$ cat src/hdl/pts_pkg.sv
// Package with the types, codes and constants of the priority thread scheduler.
package pts_pkg;

  localparam int unsigned ThreadSlots    = 8;
  localparam int unsigned PeriodicSlots  = 4;
  localparam int unsigned PeriodicMax    = 4;
  localparam int unsigned NumCfgRegs     = 5;
  localparam int unsigned CfgIdxW        = 3;
  localparam int unsigned CfgDataW       = 16;
  localparam int unsigned FifoDepth      = 2;
  localparam logic [15:0] PeriodReset    = 16'd1000;

  localparam logic [2:0] ActTick  = 3'd0;
  localparam logic [2:0] ActAdd   = 3'd1;
  localparam logic [2:0] ActKill  = 3'd2;
  localparam logic [2:0] ActSleep = 3'd3;
  localparam logic [2:0] ActBlock = 3'd4;

  localparam logic [CfgIdxW-1:0] RegPeriodicCount = 3'd0;
  localparam logic [CfgIdxW-1:0] RegPeriodA       = 3'd1;
  localparam logic [CfgIdxW-1:0] RegPeriodD       = 3'd4;

  localparam logic [1:0] StatusOk      = 2'd0;
  localparam logic [1:0] StatusLimit   = 2'd1;
  localparam logic [1:0] StatusLast    = 2'd2;
  localparam logic [1:0] StatusNoMatch = 2'd3;

  typedef struct packed {
    logic [2:0]  action;
    logic [7:0]  priority_req;
    logic [31:0] thread_id;
    logic [31:0] duration;
    logic [2:0]  slot;
    logic        block_value;
  } in_item_t;

  typedef struct packed {
    logic [1:0]  status;
    logic [2:0]  running_slot;
    logic [31:0] running_id;
    logic [3:0]  periodic_fire;
  } out_item_t;

  typedef struct packed {
    logic [CfgIdxW-1:0]  index;
    logic [CfgDataW-1:0] data;
  } cfg_item_t;

endpackage

$ cat src/hdl/priority_thread_scheduler_unit.sv
// Top level of the priority thread scheduler: config registers, queues and engine.
// A block goes straight to the result; an add searches for a free slot; a sleep rescans;
// a kill searches for the id and rescans if it ran; a tick checks handlers, wakes, rescans.
// Handlers are checked by a bit-serial remainder unit, one bit per cycle per handler.
// One item is worked at a time: a new item is taken only once the last result is queued.
// Reset is asynchronous and active low; it empties the thread table and the queues.
module priority_thread_scheduler_unit #(
  parameter int unsigned ThreadSlots   = pts_pkg::ThreadSlots,
  parameter int unsigned PeriodicSlots = pts_pkg::PeriodicSlots
) (
  input  logic                 clk_i,
  input  logic                 rst_ni,
  input  logic                 push,
  output logic                 full,
  input  pts_pkg::in_item_t    in_item_i,
  input  logic                 pop,
  output logic                 empty,
  output pts_pkg::out_item_t   out_item_o,
  input  logic                 cfg_valid,
  output logic                 cfg_ready,
  input  pts_pkg::cfg_item_t   cfg_item_i
);

  logic [2:0]  pcount_q;
  logic [15:0] periods_q [pts_pkg::PeriodicMax];

  pts_pkg::in_item_t  cmd;
  pts_pkg::out_item_t res;
  logic cmd_empty, cmd_take, res_valid, res_full;

  assign cfg_ready = 1'b1;

  always_ff @(posedge clk_i or negedge rst_ni) begin
    if (!rst_ni) begin
      pcount_q <= '0;
      for (int i = 0; i < int'(pts_pkg::PeriodicMax); i++) begin
        periods_q[i] <= pts_pkg::PeriodReset;
      end
    end else if (cfg_valid) begin
      if (cfg_item_i.index == pts_pkg::RegPeriodicCount) begin
        pcount_q <= cfg_item_i.data[2:0];
      end else if (cfg_item_i.index >= pts_pkg::RegPeriodA &&
                   cfg_item_i.index <= pts_pkg::RegPeriodD) begin
        periods_q[2'(cfg_item_i.index - pts_pkg::RegPeriodA)] <= cfg_item_i.data;
      end
    end
  end

  pts_fifo #(.Width($bits(pts_pkg::in_item_t)), .Depth(pts_pkg::FifoDepth)) u_in_fifo (
    .clk_i, .rst_ni,
    .push_i(push), .data_i(in_item_i), .full_o(full),
    .pop_i(cmd_take), .data_o(cmd), .empty_o(cmd_empty)
  );

  pts_engine #(.ThreadSlots(ThreadSlots), .PeriodicSlots(PeriodicSlots)) u_engine (
    .clk_i, .rst_ni,
    .cmd_valid_i(!cmd_empty), .cmd_i(cmd), .cmd_take_o(cmd_take),
    .periodic_count_i(pcount_q), .periods_i(periods_q),
    .res_valid_o(res_valid), .res_o(res), .res_full_i(res_full)
  );

  pts_fifo #(.Width($bits(pts_pkg::out_item_t)), .Depth(pts_pkg::FifoDepth)) u_out_fifo (
    .clk_i, .rst_ni,
    .push_i(res_valid), .data_i(res), .full_o(res_full),
    .pop_i(pop), .data_o(out_item_o), .empty_o(empty)
  );

endmodule

$ cat src/hdl/pts_fifo.sv
// Small first-in first-out queue that decouples the front part from the back part.
module pts_fifo #(
  parameter int unsigned Width = 8,
  parameter int unsigned Depth = 2
) (
  input  logic             clk_i,
  input  logic             rst_ni,
  input  logic             push_i,
  input  logic [Width-1:0] data_i,
  output logic             full_o,
  input  logic             pop_i,
  output logic [Width-1:0] data_o,
  output logic             empty_o
);

  localparam int unsigned PtrW = (Depth > 1) ? $clog2(Depth) : 1;

  logic [Width-1:0] mem_q [Depth];
  logic [PtrW-1:0]  wr_q, wr_d, rd_q, rd_d;
  logic [PtrW:0]    cnt_q, cnt_d;
  logic             do_push, do_pop;

  assign full_o  = (cnt_q == (PtrW+1)'(Depth));
  assign empty_o = (cnt_q == '0);
  assign data_o  = mem_q[rd_q];
  assign do_push = push_i && !full_o;
  assign do_pop  = pop_i && !empty_o;

  always_comb begin
    wr_d  = wr_q;
    rd_d  = rd_q;
    cnt_d = cnt_q;
    if (do_push) begin
      wr_d = (wr_q == PtrW'(Depth - 1)) ? '0 : wr_q + 1'b1;
    end
    if (do_pop) begin
      rd_d = (rd_q == PtrW'(Depth - 1)) ? '0 : rd_q + 1'b1;
    end
    if (do_push && !do_pop) begin
      cnt_d = cnt_q + 1'b1;
    end else if (do_pop && !do_push) begin
      cnt_d = cnt_q - 1'b1;
    end
  end

  always_ff @(posedge clk_i or negedge rst_ni) begin
    if (!rst_ni) begin
      wr_q  <= '0;
      rd_q  <= '0;
      cnt_q <= '0;
    end else begin
      wr_q  <= wr_d;
      rd_q  <= rd_d;
      cnt_q <= cnt_d;
    end
  end

  always_ff @(posedge clk_i) begin
    if (do_push) begin
      mem_q[wr_q] <= data_i;
    end
  end

  assert property (@(posedge clk_i) disable iff (!rst_ni)
    cnt_q <= (PtrW+1)'(Depth))
    else $error("queue count exceeds depth");

  assert property (@(posedge clk_i) disable iff (!rst_ni)
    (empty_o && !push_i) |=> empty_o)
    else $error("queue became non-empty without a push");

  assert property (@(posedge clk_i) disable iff (!rst_ni)
    (full_o && !pop_i) |=> full_o)
    else $error("queue left full without a pop");

endmodule

$ cat src/hdl/pts_engine.sv
// Back part: thread table, periodic handlers and the sequential slot selection.
module pts_engine #(
  parameter int unsigned ThreadSlots   = pts_pkg::ThreadSlots,
  parameter int unsigned PeriodicSlots = pts_pkg::PeriodicSlots
) (
  input  logic                clk_i,
  input  logic                rst_ni,
  input  logic                cmd_valid_i,
  input  pts_pkg::in_item_t   cmd_i,
  output logic                cmd_take_o,
  input  logic [2:0]          periodic_count_i,
  input  logic [15:0]         periods_i [pts_pkg::PeriodicMax],
  output logic                res_valid_o,
  output pts_pkg::out_item_t  res_o,
  input  logic                res_full_i
);

  localparam int unsigned SlotW = (ThreadSlots > 1) ? $clog2(ThreadSlots) : 1;
  localparam int unsigned CntW  = $clog2(ThreadSlots + 1);
  localparam int unsigned NumPer = (PeriodicSlots < pts_pkg::PeriodicMax) ?
                                   PeriodicSlots : pts_pkg::PeriodicMax;

  localparam logic [3:0] StIdle = 4'd0;
  localparam logic [3:0] StTick = 4'd1;
  localparam logic [3:0] StMod  = 4'd2;
  localparam logic [3:0] StWake = 4'd3;
  localparam logic [3:0] StAdd  = 4'd4;
  localparam logic [3:0] StKill = 4'd5;
  localparam logic [3:0] StScan = 4'd6;
  localparam logic [3:0] StOut  = 4'd7;

  logic [3:0]  state_q, state_d;
  logic [31:0] time_q;
  logic [ThreadSlots-1:0] alive_q, asleep_q, blocked_q;
  logic [7:0]  prio_q  [ThreadSlots];
  logic [31:0] wake_q  [ThreadSlots];
  logic [31:0] ident_q [ThreadSlots];
  logic [15:0] idc_q;
  logic [CntW-1:0] count_q;
  logic [SlotW-1:0] cur_q;

  pts_pkg::in_item_t cmd_q;
  logic [1:0]  status_q;
  logic [3:0]  fire_q;
  logic [SlotW:0] k_q;
  logic [SlotW-1:0] idx_q;
  logic [8:0]  best_q;
  logic [SlotW-1:0] chosen_q;
  logic [2:0]  per_q;
  logic [31:0] rem_q;
  logic [5:0]  bit_q;
  logic [2:0]  n_lim;

  logic [SlotW-1:0] scan_s;
  logic [32:0] rem_sh;
  logic [31:0] wake_diff;

  assign cmd_take_o  = (state_q == StIdle) && cmd_valid_i;
  assign res_valid_o = (state_q == StOut) && !res_full_i;
  assign res_o.status        = status_q;
  assign res_o.running_slot  = 3'(cur_q);
  assign res_o.running_id    = alive_q[cur_q] ? ident_q[cur_q] : 32'd0;
  assign res_o.periodic_fire = fire_q;

  assign n_lim = (periodic_count_i > 3'(NumPer)) ? 3'(NumPer) : periodic_count_i;
  assign scan_s = (ThreadSlots == (1 << SlotW)) ? cur_q + SlotW'(k_q) :
    SlotW'(({1'b0, cur_q} + k_q) >= (SlotW+1)'(ThreadSlots) ?
           ({1'b0, cur_q} + k_q) - (SlotW+1)'(ThreadSlots) : {1'b0, cur_q} + k_q);
  assign rem_sh = {rem_q, time_q[5'(31 - bit_q[4:0])]};
  assign wake_diff = time_q - wake_q[idx_q];

  always_comb begin
    state_d = state_q;
    case (state_q)
      StIdle: begin
        if (cmd_valid_i) begin
          case (cmd_i.action)
            pts_pkg::ActTick:  state_d = StTick;
            pts_pkg::ActAdd:   state_d = StAdd;
            pts_pkg::ActKill:  state_d = StKill;
            pts_pkg::ActSleep: state_d = StScan;
            default:           state_d = StOut;
          endcase
        end
      end
      StTick: state_d = StMod;
      StMod: begin
        if (per_q >= n_lim) begin
          state_d = StWake;
        end
      end
      StWake: begin
        if (idx_q == SlotW'(ThreadSlots - 1)) begin
          state_d = StScan;
        end
      end
      StAdd:  if (idx_q == SlotW'(ThreadSlots - 1) || !alive_q[idx_q]) state_d = StOut;
      StKill: begin
        if (count_q == CntW'(1)) begin
          state_d = StOut;
        end else if (alive_q[idx_q] && ident_q[idx_q] == cmd_q.thread_id) begin
          state_d = (idx_q == cur_q) ? StScan : StOut;
        end else if (idx_q == SlotW'(ThreadSlots - 1)) begin
          state_d = StOut;
        end
      end
      StScan: if (k_q == (SlotW+1)'(ThreadSlots)) state_d = StOut;
      StOut:  if (!res_full_i) state_d = StIdle;
      default: state_d = StIdle;
    endcase
  end

  always_ff @(posedge clk_i or negedge rst_ni) begin
    if (!rst_ni) begin
      state_q   <= StIdle;
      time_q    <= '0;
      alive_q   <= '0;
      asleep_q  <= '0;
      blocked_q <= '0;
      idc_q     <= '0;
      count_q   <= '0;
      cur_q     <= '0;
      status_q  <= pts_pkg::StatusOk;
      fire_q    <= '0;
      k_q       <= '0;
      idx_q     <= '0;
      best_q    <= '0;
      chosen_q  <= '0;
      per_q     <= '0;
      rem_q     <= '0;
      bit_q     <= '0;
    end else begin
      state_q <= state_d;
      case (state_q)
        StIdle: begin
          status_q <= pts_pkg::StatusOk;
          fire_q   <= '0;
          idx_q    <= '0;
          k_q      <= (SlotW+1)'(1);
          best_q   <= 9'd256;
          chosen_q <= cur_q;
          per_q    <= '0;
          rem_q    <= '0;
          bit_q    <= '0;
          if (cmd_valid_i) begin
            if (cmd_i.action == pts_pkg::ActAdd && count_q >= CntW'(ThreadSlots)) begin
              status_q <= pts_pkg::StatusLimit;
            end
            if (cmd_i.action == pts_pkg::ActSleep && alive_q[cur_q]) begin
              asleep_q[cur_q] <= 1'b1;
            end
            if (cmd_i.action == pts_pkg::ActBlock &&
                {3'b000, cmd_i.slot} < 6'(ThreadSlots)) begin
              blocked_q[SlotW'(cmd_i.slot)] <= cmd_i.block_value;
            end
          end
        end
        StTick: time_q <= time_q + 32'd1;
        StMod: begin
          if (per_q < n_lim) begin
            if (bit_q == 6'd32) begin
              if (periods_i[per_q[1:0]] != 16'd0 && rem_q == 32'(per_q)) begin
                fire_q[per_q[1:0]] <= 1'b1;
              end
              per_q <= per_q + 3'd1;
              bit_q <= '0;
              rem_q <= '0;
            end else begin
              rem_q <= (rem_sh >= {17'd0, periods_i[per_q[1:0]]}) ?
                       32'(rem_sh - {17'd0, periods_i[per_q[1:0]]}) : rem_sh[31:0];
              bit_q <= bit_q + 6'd1;
            end
          end
        end
        StWake: begin
          if (alive_q[idx_q] && asleep_q[idx_q] && !wake_diff[31]) begin
            asleep_q[idx_q] <= 1'b0;
          end
          idx_q <= idx_q + 1'b1;
        end
        StAdd: begin
          if (status_q == pts_pkg::StatusOk && !alive_q[idx_q]) begin
            alive_q[idx_q]   <= 1'b1;
            asleep_q[idx_q]  <= 1'b0;
            blocked_q[idx_q] <= 1'b0;
            idc_q   <= idc_q + 16'd1;
            count_q <= count_q + 1'b1;
          end else if (idx_q == SlotW'(ThreadSlots - 1)) begin
            status_q <= pts_pkg::StatusLimit;
          end
          idx_q <= idx_q + 1'b1;
        end
        StKill: begin
          if (count_q == CntW'(1)) begin
            status_q <= pts_pkg::StatusLast;
          end else if (alive_q[idx_q] && ident_q[idx_q] == cmd_q.thread_id) begin
            alive_q[idx_q] <= 1'b0;
            if (count_q != '0) begin
              count_q <= count_q - 1'b1;
            end
          end else if (idx_q == SlotW'(ThreadSlots - 1)) begin
            status_q <= pts_pkg::StatusNoMatch;
          end
          idx_q <= idx_q + 1'b1;
        end
        StScan: begin
          if (k_q == (SlotW+1)'(ThreadSlots)) begin
            if (alive_q[cur_q] && !asleep_q[cur_q] && !blocked_q[cur_q] &&
                {1'b0, prio_q[cur_q]} < best_q) begin
              cur_q <= cur_q;
            end else begin
              cur_q <= chosen_q;
            end
          end else begin
            if (alive_q[scan_s] && !asleep_q[scan_s] && !blocked_q[scan_s] &&
                {1'b0, prio_q[scan_s]} < best_q) begin
              best_q   <= {1'b0, prio_q[scan_s]};
              chosen_q <= scan_s;
            end
            k_q <= k_q + 1'b1;
          end
        end
        default: ;
      endcase
    end
  end

  always_ff @(posedge clk_i) begin
    if (state_q == StIdle && cmd_valid_i) begin
      cmd_q <= cmd_i;
      if (cmd_i.action == pts_pkg::ActSleep && alive_q[cur_q]) begin
        wake_q[cur_q] <= time_q + cmd_i.duration;
      end
    end
    if (state_q == StAdd && status_q == pts_pkg::StatusOk && !alive_q[idx_q]) begin
      prio_q[idx_q]  <= cmd_q.priority_req;
      wake_q[idx_q]  <= '0;
      ident_q[idx_q] <= {idc_q, 16'(idx_q)};
    end
  end

  assert property (@(posedge clk_i) disable iff (!rst_ni)
    count_q == CntW'($countones(alive_q)))
    else $error("thread count disagrees with alive slots");

  assert property (@(posedge clk_i) disable iff (!rst_ni)
    res_valid_o |=> (state_q == StIdle))
    else $error("result transfer did not return the engine to idle");

  assert property (@(posedge clk_i) disable iff (!rst_ni)
    cmd_take_o |-> (state_q == StIdle))
    else $error("command taken while busy");

endmodule
$ cat config.mk
export PLATFORM = sky130hd
export DESIGN_NAME = priority_thread_scheduler_unit
export DESIGN_NICKNAME = d
export VERILOG_FILES = /design/src/hdl/pts_pkg.sv /design/src/hdl/priority_thread_scheduler_unit.sv /design/src/hdl/pts_fifo.sv /design/src/hdl/pts_engine.sv
export SDC_FILE = /design/constraint.sdc
export NUM_CORES = 1
export LEC_CHECK = 0
export BUFFER_PORTS_ARGS = -buffer_cell sky130_fd_sc_hd__buf_2
export CAP_MARGIN = 20
export CORE_ASPECT_RATIO = 1.4
export CORE_MARGIN = 3
export CORE_UTILIZATION = 60
export DETAILED_ROUTE_END_ITERATION = 10
export PLACE_DENSITY = 0.76
export SLEW_MARGIN = 20
export SYNTH_ARGS = -nofsm -noshare
export SYNTH_HDL_FRONTEND = slang
export SYNTH_HIERARCHICAL = 1
export SYNTH_SLANG_ARGS = --single-unit
$ cat constraint.sdc
create_clock -name clk_i -period 6.74 [get_ports clk_i]
set_input_delay 1.348 -clock clk_i [delete_from_list [all_inputs] [get_ports clk_i]]
set_output_delay 1.348 -clock clk_i [all_outputs]
set_load 0.1 [all_outputs]
==> flow_metrics.py <==
metrics = {
    "clock_network": {
        "path_clk_slew_ps": 70,
        "cts_tree": "yes",
        "clkSinkCount": 975,
        "ctsHoldBuffers": 0,
        "cts_setup_buffers": 0,
        "root_buffer": "clkbuf_16",
        "clock_path_buffers": 3,
        "cts_resized": 0,
        "htree_num_levels": 3,
        "clkLatencyLatePin_ps": 670,
        "numCtsBuffers": 91,
    },
    "placed_design": {
        "postPlaceCellArea_um2": 46400,
        "place_congestion": 0.910,
        "dpl.hpwl_mm": 74.2,
        "io_buffers": 145,
        "dpl.cell_count": 4086,
    },
    "timing": {
        "worst_hold_slack_ps": 490,
        "finalClockSkew_ps": 28.1,
        "drv_slew": 0,
        "final-setup-viol-count": 0,
        "slew_headroom_pct": 21.0,
        "setup_tns_ps": 0,
        "fmax_mhz": 186,
        "period_share_pct": 79.7,
        "finalHoldViolations": 0,
        "grt_setup_unrepaired": "no",
        "period_needed_ps": 5370,
        "worst_slew_pin_slew_ps": 1180,
    },
    "global_routing": {
        "antenna_found_initial": 6,
        "grt_use_total_pct": 28.7,
        "grt_remaining_overflow": 0,
        "first_global_vias": 28900,
        "grt_max_degree": 182,
        "grt_pass1_wl_mm": 171,
    },
    "critical_path": {
        "crit_path_end_kind": "register",
        "arrival_ps": 5950,
        "critPathMaxFanout": 48,
        "worstPathRequired_ps": 7320,
        "startpoint_type": "register",
        "crit_type": "register to register",
    },
    "power_and_ir_drop": {
        "vdd_drop_max_mv": 0.346,
        "power_density_nw_per_um2": 425,
        "p_leak_nw": 18.6,
    },
    "die": {
        "core_area_um2": 73300,
        "start_util_pct": 61.0,
        "std_cell_rows": 117,
        "die_area_um2": 78000,
        "io_pins": 147,
        "die_y_um": 329,
        "die_w_um": 237,
    },
    "synthesis": {
        "ys_async_sr_fraction_pct": 22.9,
        "synth.top_cells.by_count": "752 x edfxtp_1, 199 x dfrtp_1, 171 x nor2_1",
        "seq_area_frac_synth_pct": 63.0,
        "synth_ff_type": "edfxtp_1",
        "syn_inst": 3075,
        "synth_top_area_share_pct": 50.5,
        "ys_ff_latch": 975,
        "synth.area.top_cells": "edfxtp_1 50%, dfrtp_1 11%, mux2_4 4.0%, mux4_2 3.4%, ha_1 3.2%",
        "synth_edf_count": 752,
        "avgSynthCellArea_um2": 14.6,
        "syn_area_um2": 44800,
        "ys_warn_count": 6,
        "synth_cell_type_count": 95,
        "synth_area_leader_cell": "edfxtp_1",
        "post-synth-top-count-cell": "edfxtp_1",
    },
    "status": {
        "status": "complete, no violations",
    },
    "hold_path": {
        "hp-class": "register to register",
    },
    "drt": {
        "routed-wl-met2_mm": 55.5,
        "drtIter0Drc": 3095,
        "drt_first_pass_iters": 6,
        "post_drt_wl_per_cell_um": 26.5,
        "met3_length_mm": 9.90,
        "vias": 28300,
        "drt-met1-wl_mm": 41.4,
        "topRoutingLayerUsed": "met5",
        "routed_wl_mm": 113,
        "drc": 0,
        "viasPerCell": 6.65,
        "postRouteAntennaNets": 0,
    },
    "final_layout": {
        "drive_gt1_share_pct": 22.1,
        "fin_util_pct": 67.5,
        "fin_area_um2": 49500,
        "area_growth_pct": 10.7,
        "finalNetCount": 3448,
        "finalNonFillerCells": 4256,
    },
    "job": {
        "drv_cap": 0,
    },
}
-- metal layers --
metal	global-route usage (%)	vias to the layer above
met4	14.4	8
met2	48.4	1553
li1	-	12300
met1	35.6	14100
met5	0	-
met3	5.57	367
-- report_power, final --
| group | internal (mW) | leakage (nW) | total (mW) | switching (mW) |
|---|---|---|---|---|
| clock | 3.02 | 1.51 | 5.25 | 2.23 |
| combinational | 2.73 | 7.32 | 7.42 | 4.69 |
| sequential | 7.65 | 9.76 | 8.38 | 0.735 |
| total | 13.4 | 18.6 | 21.1 | 7.66 |
-- critical path, cell delays in order (launching register included) --
cell and delay [ps]:
dfrtp_4 850, buf_4 430, and3b_1 630, nand2_1 210, o211ai_1 190, a221oi_1 330, ha_1 310, nor2b_1 130
o21ai_0 150, o311ai_1 130, a2111oi_0 410, o21ai_1 190, a311oi_2 490, buf_4 280, mux2_2 360, nor3_1 140
-- cells in the final DEF (no fill, tap or decap), types with 60 or more instances in the layout --
cell       synthesis  final
mux2_2           106    106
o21ai_0           99     99
edfxtp_1         752    752
nand2_1          150    150
inv_1             61     61
a22oi_1          121    121
xnor2_1           83     83
mux2_4           119    119
dfrtp_1          199    194
nor2_1           171    152
nand3_1           60     60
buf_4             20     64
clkbuf_16          0     94
ha_1             113    113
buf_2             22    144
mux4_2            67     67
a21oi_1          118    118
-- cell type report --
cell class,count,area [um^2]
sequential,975,28200
fill,4957,23800
antenna,3,7.51
clock buffer,124,2590
multi-input combinational,1886,15500
timing repair buffer,212,1290
clock inverter,41,473
tap,952,1190
inverter,63,236
-- per-stage QoR --
stage | worst slack, ps | power, mW
3_5_place_dp | 1470 | 15.8
2_1_floorplan | 1490 | 13.9
3_3_place_gp | 1510 | 15.6
6_report | 1370 | 21.1
5_1_grt | 1090 | 22.0
4_1_cts | 1440 | 21.1
-- worst paths after layout --
| path | start | endpoint | slack (ps) | cells after the start |
|---|---|---|---|---|
| max | u_engine/idx_q[0] | u_engine/asleep_q[0] | 1370 | 15 |
| min | u_engine/fire_q[1] | u_out_fifo/mem_q[1][1] | 490 | 0 |
| max reg2reg | u_engine/idx_q[0] | u_engine/asleep_q[0] | 1370 | 15 |
| min reg2reg | u_engine/fire_q[1] | u_out_fifo/mem_q[1][1] | 490 | 0 |
| max in group asynchronous | rst_ni | u_engine/time_q[12] | 4820 | 3 |
| min in group asynchronous | rst_ni | u_engine/best_q[2] | 600 | 1 |
-- kinds of logic (layout without fill, tap and decap cells) --
kind of cell / after synthesis / in the layout / synth area share (%)
flip-flops: 975 / 975 / 63.0
AND/OR/NAND/NOR: 640 / 640 / 7.25
AO/OA/AOI/OAI: 634 / 634 / 9.78
multiplexers: 346 / 346 / 11.2
buffers and inverters: 226 / 440 / 2.76
XOR/XNOR: 136 / 136 / 2.66
adder cells (fa/ha/maj): 116 / 116 / 3.29
other: 2 / 17 / 0.0168
-- registers in the layout, indices dropped and copies added (netlist names), 4 cells and up, named ones only --
name                cells
u_engine/blocked_q      8
u_in_fifo/mem_q       158
u_engine/asleep_q       8
u_engine/wake_q       256
u_out_fifo/mem_q       82
u_engine/time_q        32
u_engine/k_q            4
u_engine/rem_q         32
u_engine/prio_q        64
u_engine/cmd_q         40
u_engine/bit_q          6
periods_q              64
u_engine/count_q        4
u_engine/fire_q         4
u_engine/best_q         9
u_engine/idc_q         16
u_engine/ident_q      152
(Power assumes the default switching activity.)
